<file path="src/rtl/core/background_frame_key_macros.svh">
// Assertion macros shared by the background frame key RTL.
`ifndef BACKGROUND_FRAME_KEY_MACROS_SVH
`define BACKGROUND_FRAME_KEY_MACROS_SVH

// Same-cycle implication, disabled during reset.
`define BFK_ASSERT_NOW(label, clk, rst, ante, cons) \
   label: assert property (@(posedge clk) disable iff (rst) (ante) |-> (cons)) \
      else $error("background_frame_key assertion failed");

// Next-cycle implication, disabled during reset.
`define BFK_ASSERT_NEXT(label, clk, rst, ante, cons) \
   label: assert property (@(posedge clk) disable iff (rst) (ante) |=> (cons)) \
      else $error("background_frame_key assertion failed");

`endif

</file>
<file path="src/rtl/core/bfk_ram.sv">
// Generic single-port-write, single-port-read RAM with a registered read.
`default_nettype none

module bfk_ram #(
   parameter int WIDTH = 32,
   parameter int DEPTH = 16
) (
   input wire logic clock,
   input wire logic wr_en,
   input wire logic [$clog2(DEPTH)-1:0] wr_addr,
   input wire logic [WIDTH-1:0] wr_data,
   input wire logic rd_en,
   input wire logic [$clog2(DEPTH)-1:0] rd_addr,
   output logic [WIDTH-1:0] rd_data
);

   logic [WIDTH-1:0] mem_ff [DEPTH];
   logic [WIDTH-1:0] rd_data_ff;

   always_ff @(posedge clock) begin
      if (wr_en) begin
         mem_ff[wr_addr] <= wr_data;
      end
      if (rd_en) begin
         rd_data_ff <= mem_ff[rd_addr];
      end
   end

   assign rd_data = rd_data_ff;

endmodule

`default_nettype wire

</file>
<file path="config.mk">
export PLATFORM = sky130hd
export DESIGN_NAME = bfk_ram
export DESIGN_NICKNAME = d
export VERILOG_FILES = /design/src/rtl/core/background_frame_key_macros.svh /design/src/rtl/core/bfk_ram.sv
export SDC_FILE = /design/constraint.sdc
export NUM_CORES = 1
export LEC_CHECK = 0
export BUFFER_PORTS_ARGS = -buffer_cell sky130_fd_sc_hd__buf_2
export CAP_MARGIN = 20
export CORE_MARGIN = 1.5
export CORE_UTILIZATION = 44
export CTS_CLUSTER_DIAMETER = 60
export DETAILED_ROUTE_END_ITERATION = 16
export PLACE_DENSITY = 0.57
export SLEW_MARGIN = 20
export SYNTH_ARGS = -nofsm -noshare
export SYNTH_HDL_FRONTEND = slang
export SYNTH_SLANG_ARGS = --single-unit
</file>
<file path="constraint.sdc">
create_clock -name clock -period 5.5 [get_ports clock]
set_input_delay 0.55 -clock clock [delete_from_list [all_inputs] [get_ports clock]]
set_output_delay 0.55 -clock clock [all_outputs]
set_load 0.05 [all_outputs]
</file>
## Yosys cells after proc, flatten, opt, wreduce, memory -nomap -nowiden

Memories as Yosys holds them, arrays and structs flattened. A register that Yosys moved wholly into a read port is not among the register bits.
Cells that the tools add are included.

| operators by class | value |
|---|---|
| muxes and demuxes | 2 |

Operators by type and width:

| kind | number |
|---|---|
| $mux 1 | 2 |

| storage, ports and cells | value |
|---|---|
| register bits after elaboration | 0 |
| bits in writable memories | 512 |
| bits of input ports | 43 |
| memories | 1 |

Memories:

| name | depth | width | read ports | clocked after Yosys merged registers in | write ports | line | text |
|---|---|---|---|---|---|---|---|
| mem_ff | 16 | 32 | 1 | 1 | 1 | bfk_ram.sv:17 | `logic [WIDTH-1:0] mem_ff [DEPTH];` |

## Longest topological paths before layout

| logic depth | value |
|---|---|
| depth after elaboration | 2 |
| gate-level depth with buffers | 5 |

## Worst setup path after synthesis

Ideal clock, no wire load.

| timing path | value |
|---|---|
| path kind | input -> register |
| start point | in wr_addr[2] |
| end point | mem mem_ff[0][0], enable pin |
| setup time | 461 ps |
| data arrival time | 3268 ps |
| data required time | 5039 ps |
| slack | 1770 ps |
| cell stages on the path | 2 |
| buffers on the path | 0 |
| cells stage by stage | or3b_2 -> nor3_1 |

RTL lines:

| element | line | text |
|---|---|---|
| start: declaration | bfk_ram.sv:10 | `input wire logic [$clog2(DEPTH)-1:0] wr_addr,` |
| end: declaration | bfk_ram.sv:17 |  |

No word-level cell before the write port.

==> flow_summary.json <==
{
  "synthFlopType": "edfxtp_1",
  "max_freq_mhz": 430.2,
  "setup_viol_count_final": 0,
  "firstDrtPassIters": 5,
  "vias": 9076,
  "rows": 78,
  "syn_area_um2": 20170,
  "drt-wirelength-per-cell_um": 27.66,
  "grt_start_max_net_pins": 89,
  "power.total_mw": 8.536,
  "first_global_vias": 9396,
  "area_growth_pct": 14.05,
  "cp.arrival_ns": 2.67,
  "synth_top_area_cell": "edfxtp_1",
  "power.leakage_nw": 7.292,
  "drt_iter0_markers": 884,
  "max_cap_violations": 0,
  "ant_nets": 0,
  "synth_seq_cells": 544,
  "yosysWarnings": 0,
  "antenna_found_initial": 2,
  "vdd_drop_max_uv": 255.5,
  "syn_area_per_cell_um2": 24.07,
  "ios": 75,
  "cellPowerDensity_nw_per_um2": 371.0,
  "htreeDepth": 2,
  "grt_first_pass_wirelength_um": 64180,
  "routed_wirelength_um": 43980,
  "place_congestion": 0.6716,
  "core_area_um2": 45280,
  "grt_overflow": 0,
  "clock_skew_ns": 0.02258,
  "worstMarginPinSlew_ns": 0.9784,
  "ctsRootBufferMaster": "clkbuf_16",
  "drt_drc_violations_left": 0,
  "start_util_pct": 44.55,
  "die-area_um2": 47140,
  "crit_required_ns": 5.84,
  "cts_buffers": 54,
  "cts_resized": 0,
  "layout_min_cycle_time_ns": 2.325,
  "place.port_buffers": 74,
  "cp-start-kind": "primary input",
  "crit_path_end_kind": "flop",
  "hold_buffers": 0,
  "finalHoldViolations": 0,
  "outcome": "complete, no violations",
  "slew_viol_final": 0,
  "drive_above_1_share_pct": 32.02,
  "hpwlAfterDp_um": 20310,
  "clk_pin_slew_ns": 0.06,
  "cts_setup_buffers": 0,
  "die_x_um": 217.1,
  "via_per_inst": 5.708,
  "fin_crit_sh_pct": 42.26,
  "clkLatencyLatePin_ns": 0.61,
  "setup_tns_ns": 0,
  "cts_tree": "yes",
  "die_y_um": 217.1,
  "grt_use_total_pct": 19.15,
  "grt_setup_unrepaired": "no",
  "rrSetupSlack_ns": 4.04,
  "hold_class": "primary input to flop",
  "syn_inst": 838,
  "syn_nets": 881,
  "crit_type": "primary input to flop",
  "cts_buffer_depth": 3,
  "antenna_cells": 0,
  "synth_top_area_share_pct": 80.97,
  "timing.critical_path.fanout_max": 74,
  "fin_nets": 995,
  "ys_types": 17,
  "cts.sinks": 544,
  "ys_top_cells_by_area": "edfxtp_1, mux4_2, a22oi_1",
  "max_slew_margin_pct": 34.77,
  "async_flop_share_pct": 0,
  "synth_edf_count": 544,
  "ys_seq_area_share_pct": 80.97
}
==> cells in the mapped netlist, drive strengths merged, types with 2 or more instances <==
cell type,count
mux4,128
nor2,13
a22oi,64
nand3b,2
clkbuf,17
nand2b,2
edfxtp,544
buf,26
nand2,33
nor3,4
nor2b,2
==> power by group <==
group          switching, mW  internal [mW]  total (mW)
clock network           1.49           1.88        3.38
logic                  0.302          0.160       0.462
registers             0.0248           4.67        4.70
total                   1.82           6.71        8.54
==> cells by family after synthesis <==
| kind of cell | Yosys count | synth area share (%) |
|---|---|---|
| flip-flops | 544 | 80.97 |
| AO/OA/AOI/OAI | 64 | 2.382 |
| multiplexers | 128 | 14.29 |
| buffers and inverters | 43 | 1.104 |
| AND/OR/NAND/NOR | 59 | 1.253 |
==> final timing paths <==
kind | from | endpoint | cells past startpoint
min reg2reg | mem_ff[12][11] | rd_data[11] | 3
min | wr_data[18] | mem_ff[0][18] | 1
max | rd_addr[0] | rd_data[25] | 5
max reg2reg | mem_ff[3][23] | rd_data[23] | 3
==> through the flow <==
step | instances | hold slack [ns] | setup slack (ns) | utilization [%] | cell area [um^2]
2_1_floorplan | 838 | 0.6489 | 1.770 | - | 20170
3_3_place_gp | 1496 | 0.7270 | 2.503 | 47.31 | 21420
3_5_place_dp | 1496 | 0.7292 | 2.470 | 47.31 | 21420
4_1_cts | 1590 | 0.2884 | 3.104 | 50.81 | 23010
5_1_grt | 1590 | 0.3130 | 2.939 | 50.81 | 23010
6_report | 1590 | 0.3138 | 3.175 | 50.81 | 23010
==> critical path, stage by stage <==
cell and delay, ns:
clkbuf_8 0.69, buf_4 0.49, mux4_2 0.55, a22oi_1 0.21, nand2_1 0.08
==> layer usage <==
metal,up-vias,track usage (%),part of all wire [%]
li1,3821,-,-
met1,4951,27.09,44
met2,237,30.81,49
met3,63,3.634,5.4
met4,4,5.069,1.7
met5,-,0,0.061
==> cells in the final DEF, fill, tap and decap left out, drive strengths merged <==
| master | count |
|---|---|
| clkbuf | 76 |
| edfxtp | 544 |
| clkinv | 16 |
| or3b | 1 |
| nand2b | 2 |
| nand3 | 1 |
| bufinv | 1 |
| nor2b | 2 |
| buf | 100 |
| nand2 | 33 |
| and2 | 1 |
| inv | 2 |
| mux4 | 128 |
| nor3 | 4 |
| nand3b | 2 |
| a22oi | 64 |
| nor2 | 13 |
==> sequential cells by signal (all words and copies together), names as in the netlist <==
name     cells
mem_ff     512
rd_data     32
==> layout make-up <==
cell class              instances  area [um^2]
repair buffers                101        588.1
fillers                      3589        22270
well taps                     600        750.7
clock inverters                19        133.9
flip-flops and latches        544        16340
multi-input cells             251         3750
clock buffers                  75         1451
(Power assumes the default switching activity.)
