<file path="config.mk">
export PLATFORM = sky130hd
export DESIGN_NAME = bfk_csr
export DESIGN_NICKNAME = d
export VERILOG_FILES = /design/src/rtl/core/background_frame_key_macros.svh /design/src/rtl/core/bfk_pkg.sv /design/src/rtl/core/bfk_csr.sv
export SDC_FILE = /design/constraint.sdc
export NUM_CORES = 1
export LEC_CHECK = 0
export BUFFER_PORTS_ARGS = -buffer_cell sky130_fd_sc_hd__buf_4
export CORE_UTILIZATION = 42
export CTS_CLUSTER_DIAMETER = 40
export DETAILED_ROUTE_END_ITERATION = 16
export PLACE_DENSITY = 0.9
export SLEW_MARGIN = 5
export SYNTH_ARGS = -nofsm -noshare
export SYNTH_HDL_FRONTEND = slang
export SYNTH_SLANG_ARGS = --single-unit
</file>
<file path="constraint.sdc">
create_clock -name clock -period 1.5 [get_ports clock]
set_input_delay 0.375 -clock clock [delete_from_list [all_inputs] [get_ports clock]]
set_output_delay 0.375 -clock clock [all_outputs]
set_load 0.1 [all_outputs]
</file>
<file path="src/rtl/core/background_frame_key_macros.svh">
// Assertion macros shared by the background frame key RTL.
`ifndef BACKGROUND_FRAME_KEY_MACROS_SVH
`define BACKGROUND_FRAME_KEY_MACROS_SVH

// Same-cycle implication, disabled during reset.
`define BFK_ASSERT_NOW(label, clk, rst, ante, cons) \
   label: assert property (@(posedge clk) disable iff (rst) (ante) |-> (cons)) \
      else $error("background_frame_key assertion failed");

// Next-cycle implication, disabled during reset.
`define BFK_ASSERT_NEXT(label, clk, rst, ante, cons) \
   label: assert property (@(posedge clk) disable iff (rst) (ante) |=> (cons)) \
      else $error("background_frame_key assertion failed");

`endif

</file>
<file path="src/rtl/core/bfk_pkg.sv">
// Package with the types and constants of the background frame key block.
`default_nettype none

package bfk_pkg;

   localparam int STORE_WORDS = 131072;
   localparam int ADDR_W = $clog2(STORE_WORDS);
   localparam int POS_W = ADDR_W + 1;

   localparam int CSR_ADDR_W = 4;
   localparam int CSR_DATA_W = 32;
   localparam int RANGE_W = 9;

   localparam logic [31:0] BG_RESET_WORD = 32'h0080_0080;
   localparam logic [7:0] LANE_MID = 8'd128;
   localparam logic [7:0] LANE_ZERO = 8'd0;

   typedef enum logic {
      OP_PIXEL = 1'b0,
      OP_ARM = 1'b1
   } bfk_op_type;

   typedef enum logic [1:0] {
      REG_PIXEL_MODE = 2'd0,
      REG_Y_RANGE = 2'd1,
      REG_U_RANGE = 2'd2,
      REG_V_RANGE = 2'd3
   } bfk_reg_type;

   typedef enum logic {
      MODE_RGBA = 1'b0,
      MODE_YUV = 1'b1
   } bfk_mode_type;

   typedef struct packed {
      bfk_op_type opcode;
      logic [7:0] lane0;
      logic [7:0] lane1;
      logic [7:0] lane2;
      logic [7:0] lane3;
      logic last_in_frame;
   } bfk_req_type;

   typedef struct packed {
      logic [7:0] out_lane0;
      logic [7:0] out_lane1;
      logic [7:0] out_lane2;
      logic [7:0] out_lane3;
      logic out_last;
      logic is_background;
   } bfk_rsp_type;

   typedef struct packed {
      bfk_mode_type pixel_mode;
      logic [RANGE_W-1:0] y_range;
      logic [RANGE_W-1:0] u_range;
      logic [RANGE_W-1:0] v_range;
   } bfk_cfg_type;

endpackage

`default_nettype wire

</file>
<file path="src/rtl/core/bfk_csr.sv">
// Configuration registers of the background frame key behind an APB-style port.
`default_nettype none

module bfk_csr (
   input wire logic clock,
   input wire logic reset,
   input wire logic csr_psel,
   input wire logic csr_penable,
   input wire logic csr_pwrite,
   input wire logic [bfk_pkg::CSR_ADDR_W-1:0] csr_paddr,
   input wire logic [bfk_pkg::CSR_DATA_W-1:0] csr_pwdata,
   output logic [bfk_pkg::CSR_DATA_W-1:0] csr_prdata,
   output logic csr_pready,
   output bfk_pkg::bfk_cfg_type cfg
);

   import bfk_pkg::*;

   bfk_cfg_type cfg_ff;
   bfk_cfg_type cfg_in;
   bfk_reg_type reg_sel;
   logic wr_beat;

   assign reg_sel = bfk_reg_type'(csr_paddr[3:2]);
   assign wr_beat = csr_psel && csr_penable && csr_pwrite;

   always_comb begin
      cfg_in = cfg_ff;
      if (wr_beat) begin
         unique case (reg_sel)
            REG_PIXEL_MODE: cfg_in.pixel_mode = bfk_mode_type'(csr_pwdata[0]);
            REG_Y_RANGE: cfg_in.y_range = csr_pwdata[RANGE_W-1:0];
            REG_U_RANGE: cfg_in.u_range = csr_pwdata[RANGE_W-1:0];
            REG_V_RANGE: cfg_in.v_range = csr_pwdata[RANGE_W-1:0];
            default: cfg_in = cfg_ff;
         endcase
      end
   end

   always_ff @(posedge clock) begin
      if (reset) begin
         cfg_ff <= '{pixel_mode: MODE_RGBA, y_range: '0, u_range: '0, v_range: '0};
      end else begin
         cfg_ff <= cfg_in;
      end
   end

   always_comb begin
      unique case (reg_sel)
         REG_PIXEL_MODE: csr_prdata = CSR_DATA_W'(cfg_ff.pixel_mode);
         REG_Y_RANGE: csr_prdata = CSR_DATA_W'(cfg_ff.y_range);
         REG_U_RANGE: csr_prdata = CSR_DATA_W'(cfg_ff.u_range);
         REG_V_RANGE: csr_prdata = CSR_DATA_W'(cfg_ff.v_range);
         default: csr_prdata = '0;
      endcase
   end

   assign csr_pready = 1'b1;
   assign cfg = cfg_ff;

endmodule

`default_nettype wire

</file>
* Word-level counts from Yosys, hierarchy flattened
Index checks and enable logic that the tools add are counted.
** Storage, ports and cells
- Register bits :: 28
- Bits of input ports :: 41
- Output and inout port bits :: 61
- Logic and storage cells :: 15
** Cells by class
- Eq/ne operators :: 3
- Muxes and demuxes :: 1
- Reduce and logical (&&, ||, !) cells :: 7
** Operator list (number)
- 32-bit case mux with 4 select lines :: 1
- 2-bit AND reduction :: 4
- 2-bit == test, second input constant :: 2
- 2-bit by 1-bit == test with 1-bit output, second input constant :: 1
- 1-bit logical AND :: 2
- 2-bit logical NOT :: 1

* Longest topological paths before layout
Gate-level depths: netlist (run 1).
- Word-level depth :: 3
- Gate-level depth with buffers :: 5
- Gate-level depth less buffers :: 3

* Worst setup path after synthesis (run 1)
No wires, ideal clock.
- Path type :: register to output
- From :: register cfg_ff, in the netlist cfg[5]
- To :: output csr_prdata[5] (netlist name)
- Arrival :: 1.987 ns
- Required time :: 1.125 ns
- Path slack :: -0.862 ns
- Cell stages (with the launch flop) :: 3
- Path buffers :: 0
- Cell sequence :: dfxtp_1 > mux2_2 > a22o_1
** Between the ends
- Word-level cells in the longest chain between the ends :: 1
** RTL lines
- start, declared :: RTL line bfk_csr.sv:19 : bfk_cfg_type cfg_ff;
- start signal, assigned :: RTL line bfk_csr.sv:42 : cfg_ff <= '{pixel_mode: MODE_RGBA, y_range: '0, u_range: '0, v_range: '0};
- start signal, assigned :: RTL line bfk_csr.sv:44 : cfg_ff <= cfg_in;
- 32-bit case mux with 4 select lines :: RTL line bfk_csr.sv:49 : unique case (reg_sel)
- end, declared :: RTL line bfk_csr.sv:12 : output logic [bfk_pkg::CSR_DATA_W-1:0] csr_prdata,
Every way passes these cells. The select of a mux whose other input is x is not followed.

* Worst setup path after layout (run 1)
- From :: register cfg_ff, in the netlist cfg[0]
- To :: output csr_prdata[0] (netlist name)
The elaborated chain is that of the path after synthesis.

==> metrics.yaml, run 1 <==
outcome:
  status: "finished with violations"
  violations: "negative setup slack"
setup_path:
  cpPeakStageDelay_ns: 0.47
  r2r-start: "cfg[3]$_SDFFE_PP0P_"
  cp.depth: 2
  required_ns: 1.12
  ff2ff_path_depth: 3
  arrival_ns: 1.29
  reg2reg_slack_ns: 0.77
  worst-path-buf-inv: 1
  crit_family: "multiplexers"
  critPathKind: "register to output pin"
  crit_path_start_kind: "register"
  critPathMaxFanout: 3
  crit_path_cell_trace: "mux4_2, buf_6"
  endpoint_kind: "output pin"
  r2r-end: "cfg[3]$_SDFFE_PP0P_"
  crit_slowest_cell: "mux4_2"
power:
  power_per_cell_area_nw_per_um2: 715
  p_leak_nw: 1.20
  fin_total_pwr_mw: 1.68
  ir_drop_mv: 0.653
grt:
  grt_pass1_vias: 1194
  grt_usage: 0.186
  grt_overflow_total: 0
  grt-busiest-layer: "met2"
  met1_usage: 0.204
  grt_max_degree: 38
  use_met2: 0.356
  grt_pass1_wl_microns: 5770
  groute.layer.met3.usage: 0.0471
  antenna_found_initial: 0
sta:
  grt_setup_unrepaired: "yes"
  skew_ns: 0
  fmax_mhz: 600
  min_period_over_period: 1.11
  setup_ws_ns: -0.166
  holdWs_ns: 0.414
  slew_viol_final: 0
  hold_viol_final: 0
  finalSetupViolCount: 9
  period_minus_slack_ns: 1.67
cts:
  worstSkewPairLatency_ns: 0.27
  clk_pin_slew_worst_paths_ns: 0.09
  clk_path_buf_depth: 2
  cts_tree: "yes"
  cts_buffers: 3
  htree_levels: 1
  clockRootBuffer: "clkbuf_8"
  ctsHoldBuffers: 0
  numClockSinks: 28
yosys:
  ys_seq_area_frac: 0.353
  synth_top_area_share: 0.353
  ys_ff_latch: 28
  netlist_instances: 155
  synthTopCellsByArea: "dfxtp_1, mux2i_1, nand2b_1"
  yosys.cell_types.count: 20
  yosys.area.top_type: "dfxtp_1"
  avgSynthCellArea_sq_um: 10.3
  netlist_area_sq_um: 1590
  yosys_warnings: 0
cells_and_area:
  post-route-util: 0.677
  n_antenna_cell: 0
  nets: 260
  design_area_sq_um: 2350
  largest_register_ff_count: 28
  final_layout_size_suffix_gt1_frac: 0.569
  area_growth_pct: 47.7
floorplanning:
  core_area_sq_um: 3470
  boundaryPins: 102
  die_x_microns: 63.5
  start_util: 0.458
  rows: 21
  dieArea_sq_um: 4030
  die_y_microns: 63.5
routing:
  vias: 1226
  vias_per_cell: 4.64
  drt_iter0_markers: 47
  antenna_left: 0
  wl_per_cell_microns: 13.5
  wl_microns: 3570
  drt-pass1-iter-count: 4
  drc: 0
placed_design:
  portBuffers: 52
  gp_congestion: 0.706
  dp_hpwl_microns: 2540
  place_area_sq_um: 2100
min_path:
  hold_path.class: "input pin to register"
  holdPathStages: 3
  min_to: "cfg[12]$_SDFFE_PP0P_"
  hold_start: "csr_pwdata[3]"
flow_run:
  maxCapViolCount: 0
[cells in the mapped netlist (all sizes together)]
| library cell | count |
|---|---|
| clkbuf | 4 |
| nor2 | 1 |
| nand2 | 2 |
| and3b | 1 |
| nand2b | 37 |
| nand3 | 1 |
| nand3b | 1 |
| and3 | 2 |
| mux4 | 1 |
| conb | 2 |
| buf | 30 |
| nor2b | 1 |
| dfxtp | 28 |
| mux2i | 28 |
| a22o | 8 |
| mux2 | 8 |
[stage by stage]
stage,TNS (ns),cells,setup WS [ns]
2_1_floorplan,-0.153,177,-0.0825
3_3_place_gp,-2.22,249,-0.276
3_5_place_dp,-2.18,249,-0.268
4_1_cts,-1.41,264,-0.175
5_1_grt,-1.71,264,-0.208
6_report,-1.37,264,-0.166
[cell type report]
class	instances	area [sq um]
Clock inverter	1	3.75
Tap cell	46	57.6
Sequential cell	28	641
Timing Repair Buffer	71	649
Fill cell	279	1120
Clock buffer	3	41.3
Multi-Input combinational cell	115	955
[worst max-delay path by stage]
stage	startpoint	end
floorplan	cfg[0]$_SDFFE_PP0P_	csr_prdata[0]
global placement	csr_paddr[2]	csr_prdata[8]
detailed placement	csr_paddr[2]	csr_prdata[8]
CTS	cfg[0]$_SDFFE_PP0P_	csr_prdata[0]
global route	cfg[0]$_SDFFE_PP0P_	csr_prdata[0]
finish	cfg[0]$_SDFFE_PP0P_	csr_prdata[0]
[layout by cell type, fill, tap and decap left out, types with 2 or more instances in the layout]
cell	netlist	final
mux2_2	2	2
a22o_4	0	8
buf_12	0	9
nand2b_1	37	37
mux2i_1	28	28
and3_4	2	2
dfxtp_4	0	18
buf_4	26	61
clkbuf_8	0	3
mux2_4	0	6
conb_1	2	24
dfxtp_2	0	10
[kinds of logic (layout without fill, tap and decap cells)]
kind of cell	after synthesis	in the layout	synth area share
AND/OR/NAND/NOR	46	46	0.194
flip-flops	28	28	0.353
buffers and inverters	34	75	0.157
AO/OA/AOI/OAI	8	8	0.0441
other	2	24	0.00473
multiplexers	37	37	0.247
[worst reg2reg max path: stages (launching register included)]
cell and delay (ns):
dfxtp_4 0.35, buf_4 0.10, nand2b_1 0.05, mux2i_1 0.15
[power breakdown]
group          internal, mW  switching [mW]
clock                 0.184           0.222
combinational         0.112           0.429
sequential            0.725         0.00718
total                  1.02           0.659
[repair_timing]
action / 4_1_cts / 5_1_grt
setup buffers: 11 / 0
setup endpoints to repair: 9 / 9
gates resized for setup: 28 / 0
pin swaps: 6 / 0
[per-layer routing]
layer / wire length (microns) / part of all wire
met1: 1400 / 0.39
met2: 1960 / 0.55
met3: 191 / 0.054
met4: 19 / 0.0053
met5: 0 / 0
(Power assumes the default switching activity.)
==> run 2: changes to the inputs <==
CORE_UTILIZATION = 44   (was 42)
CTS_BUF_LIST = sky130_fd_sc_hd__clkbuf_8   (was unset)
PLACE_DENSITY = 0.93   (was 0.9)
==> metrics.yaml, run 2 (synthesis results as in run 1) <==
cells_and_area:
  area_growth_pct: 48.3
  n_antenna_cell: 0  # unchanged
  mostFrequentLayoutCells: "buf_4, nand2b_1, mux2i_1, conb_1, dfxtp_4"
  layout_commonest_cell: "buf_4"
  final-instance-count-excl-fill: 261  # -1.1%
  design_area_sq_um: 2360  # +0.37%
  largest_register_ff_count: 28  # unchanged
  nets: 257  # -1.2%
  final_layout_size_suffix_gt1_frac: 0.567  # -0.00137
  post-route-util: 0.695  # +0.0183
sta:
  setup_ws_ns: -0.182  # -0.0150 ns
  slew_viol_final: 0  # unchanged
  finalSetupViolCount: 9  # unchanged
  hold_viol_final: 0  # unchanged
  skew_ns: 0  # unchanged
  min_period_over_period: 1.12  # +0.0100
  period_minus_slack_ns: 1.68  # +0.0150 ns
  fmax_mhz: 595  # -0.89%
  grt_setup_unrepaired: "yes"
routing:
  drt_iter0_markers: 36  # -23%
  drt-pass1-iter-count: 4  # unchanged
  drc: 0  # unchanged
  antenna_left: 0  # unchanged
  vias_per_cell: 4.60  # -0.91%
  wl_per_cell_microns: 13.7  # +1.3%
  vias: 1201  # -2.0%
  wl_microns: 3580  # +0.17%
power:
  ir_drop_mv: 0.682  # +4.3%
  fin_total_pwr_mw: 1.68  # about the same
  p_leak_nw: 1.20  # -0.42%
  power_per_cell_area_nw_per_um2: 713  # -0.29%
setup_path:
  ff2ff_path_depth: 4  # +1
  r2r-start: "cfg[15]$_SDFFE_PP0P_"
  arrival_ns: 1.31  # +0.02 ns
  endpoint_kind: "output pin"
  critPathKind: "register to output pin"
  crit_path_start_kind: "register"
  reg2reg_slack_ns: 0.65  # -0.12 ns
  required_ns: 1.12  # about the same
  r2r-end: "cfg[15]$_SDFFE_PP0P_"
  critPathMaxFanout: 3  # unchanged
placed_design:
  portBuffers: 52  # unchanged
  gp_congestion: 0.714  # +1.2%
  dpl.cell_count: 245  # -1.6%
  dp_hpwl_microns: 2370  # -6.8%
  place_area_sq_um: 2090  # -0.83%
grt:
  grt_max_degree: 38  # unchanged
  grt_overflow_total: 0  # unchanged
  grt_usage: 0.191  # +0.00520
  antenna_found_initial: 0  # unchanged
  grt_pass1_wl_microns: 5300  # -8.1%
  grt_pass1_vias: 1090  # -8.7%
min_path:
  min_to: "cfg[3]$_SDFFE_PP0P_"
  hold_path.class: "input pin to register"
  holdPathStages: 3  # unchanged
  hold_start: "csr_pwdata[3]"
cts:
  clk_path_buf_depth: 2  # unchanged
  htree_levels: 1  # unchanged
  worstSkewPairLatency_ns: 0.27  # about the same
  clockRootBuffer: "clkbuf_8"
  numClockSinks: 28  # unchanged
  clk_pin_slew_worst_paths_ns: 0.09  # about the same
  cts_buffers: 3  # unchanged
  cts_tree: "yes"
  ctsHoldBuffers: 0  # unchanged
outcome:
  status: "finished with violations"
  violations: "negative setup slack"
floorplanning:
  core_area_sq_um: 3390  # -2.3%
  die_x_microns: 62.1  # -2.2%
  die_y_microns: 62.1  # -2.2%
  start_util: 0.469  # +0.0107
  boundaryPins: 102  # unchanged
  rows: 21  # unchanged
  dieArea_sq_um: 3860  # -4.4%
flow_run:
  maxCapViolCount: 0  # unchanged
run 2: cell types whose count changed in the layout (fill, tap and decap cells not counted):
cell / before / now
nor2b_1: 1 / 0
mux2_4: 6 / 7
nor2b_2: 0 / 1
buf_12: 9 / 11
buf_4: 61 / 56
mux2_2: 2 / 1
run 2: repair_timing:
item	CTS	global route
setup endpoints to repair	9	9
buffers inserted	9	3
gates resized for setup	30	3
pin swaps	6	0
run 2: per-layer routing:
layer / vias up / track usage / part of all wire
met2: 38 / 0.350 / 0.53
met3: 2 / 0.0455 / 0.043
li1: 591 / - / -
met5: - / 0 / 0
met4: 0 / 0.0381 / 0.0039
met1: 570 / 0.227 / 0.42
run 2: critical path: stages (launching register included):
cell and delay, ns:
dfxtp_4 0.36, mux4_2 0.49, buf_12 0.19
run 2: cell type report:
cell class / count / area, sq um
multi-input cells: 115 / 961
flip-flops and latches: 28 / 641
clock buffers: 3 / 41.3
fillers: 261 / 1030
clock inverters: 1 / 3.75
repair buffers: 68 / 652
well taps: 46 / 57.6
run 2: worst max-delay path by stage:
stage                              start  slack, ns  cells past startpoint             to
floorplan            cfg[0]$_SDFFE_PP0P_      -0.08                      1  csr_prdata[0]
global placement            csr_paddr[2]      -0.31                      5  csr_prdata[1]
detailed placement          csr_paddr[2]      -0.31                      5  csr_prdata[1]
CTS                  cfg[0]$_SDFFE_PP0P_      -0.18                      2  csr_prdata[0]
global route         cfg[0]$_SDFFE_PP0P_      -0.22                      2  csr_prdata[0]
finish              cfg[18]$_SDFFE_PP0P_      -0.18                      2  csr_prdata[0]
run 2: report_power, final:
part           internal [mW]  switching [mW]  leakage (nW)
Sequential             0.725         0.00711         0.245
Combinational          0.112           0.431         0.928
Clock                  0.184           0.222        0.0231
Total                   1.02           0.660          1.20
run 2: per-stage QoR:
stage / setup WS [ns] / TNS, ns / hold WS [ns]
finish: -0.182 / -1.34 / 0.417
CTS: -0.176 / -1.40 / 0.412
global placement: -0.307 / -2.54 / 0.465
global route: -0.217 / -1.65 / 0.432
detailed placement: -0.309 / -2.56 / 0.478
floorplan: -0.0825 / -0.153 / 0.562
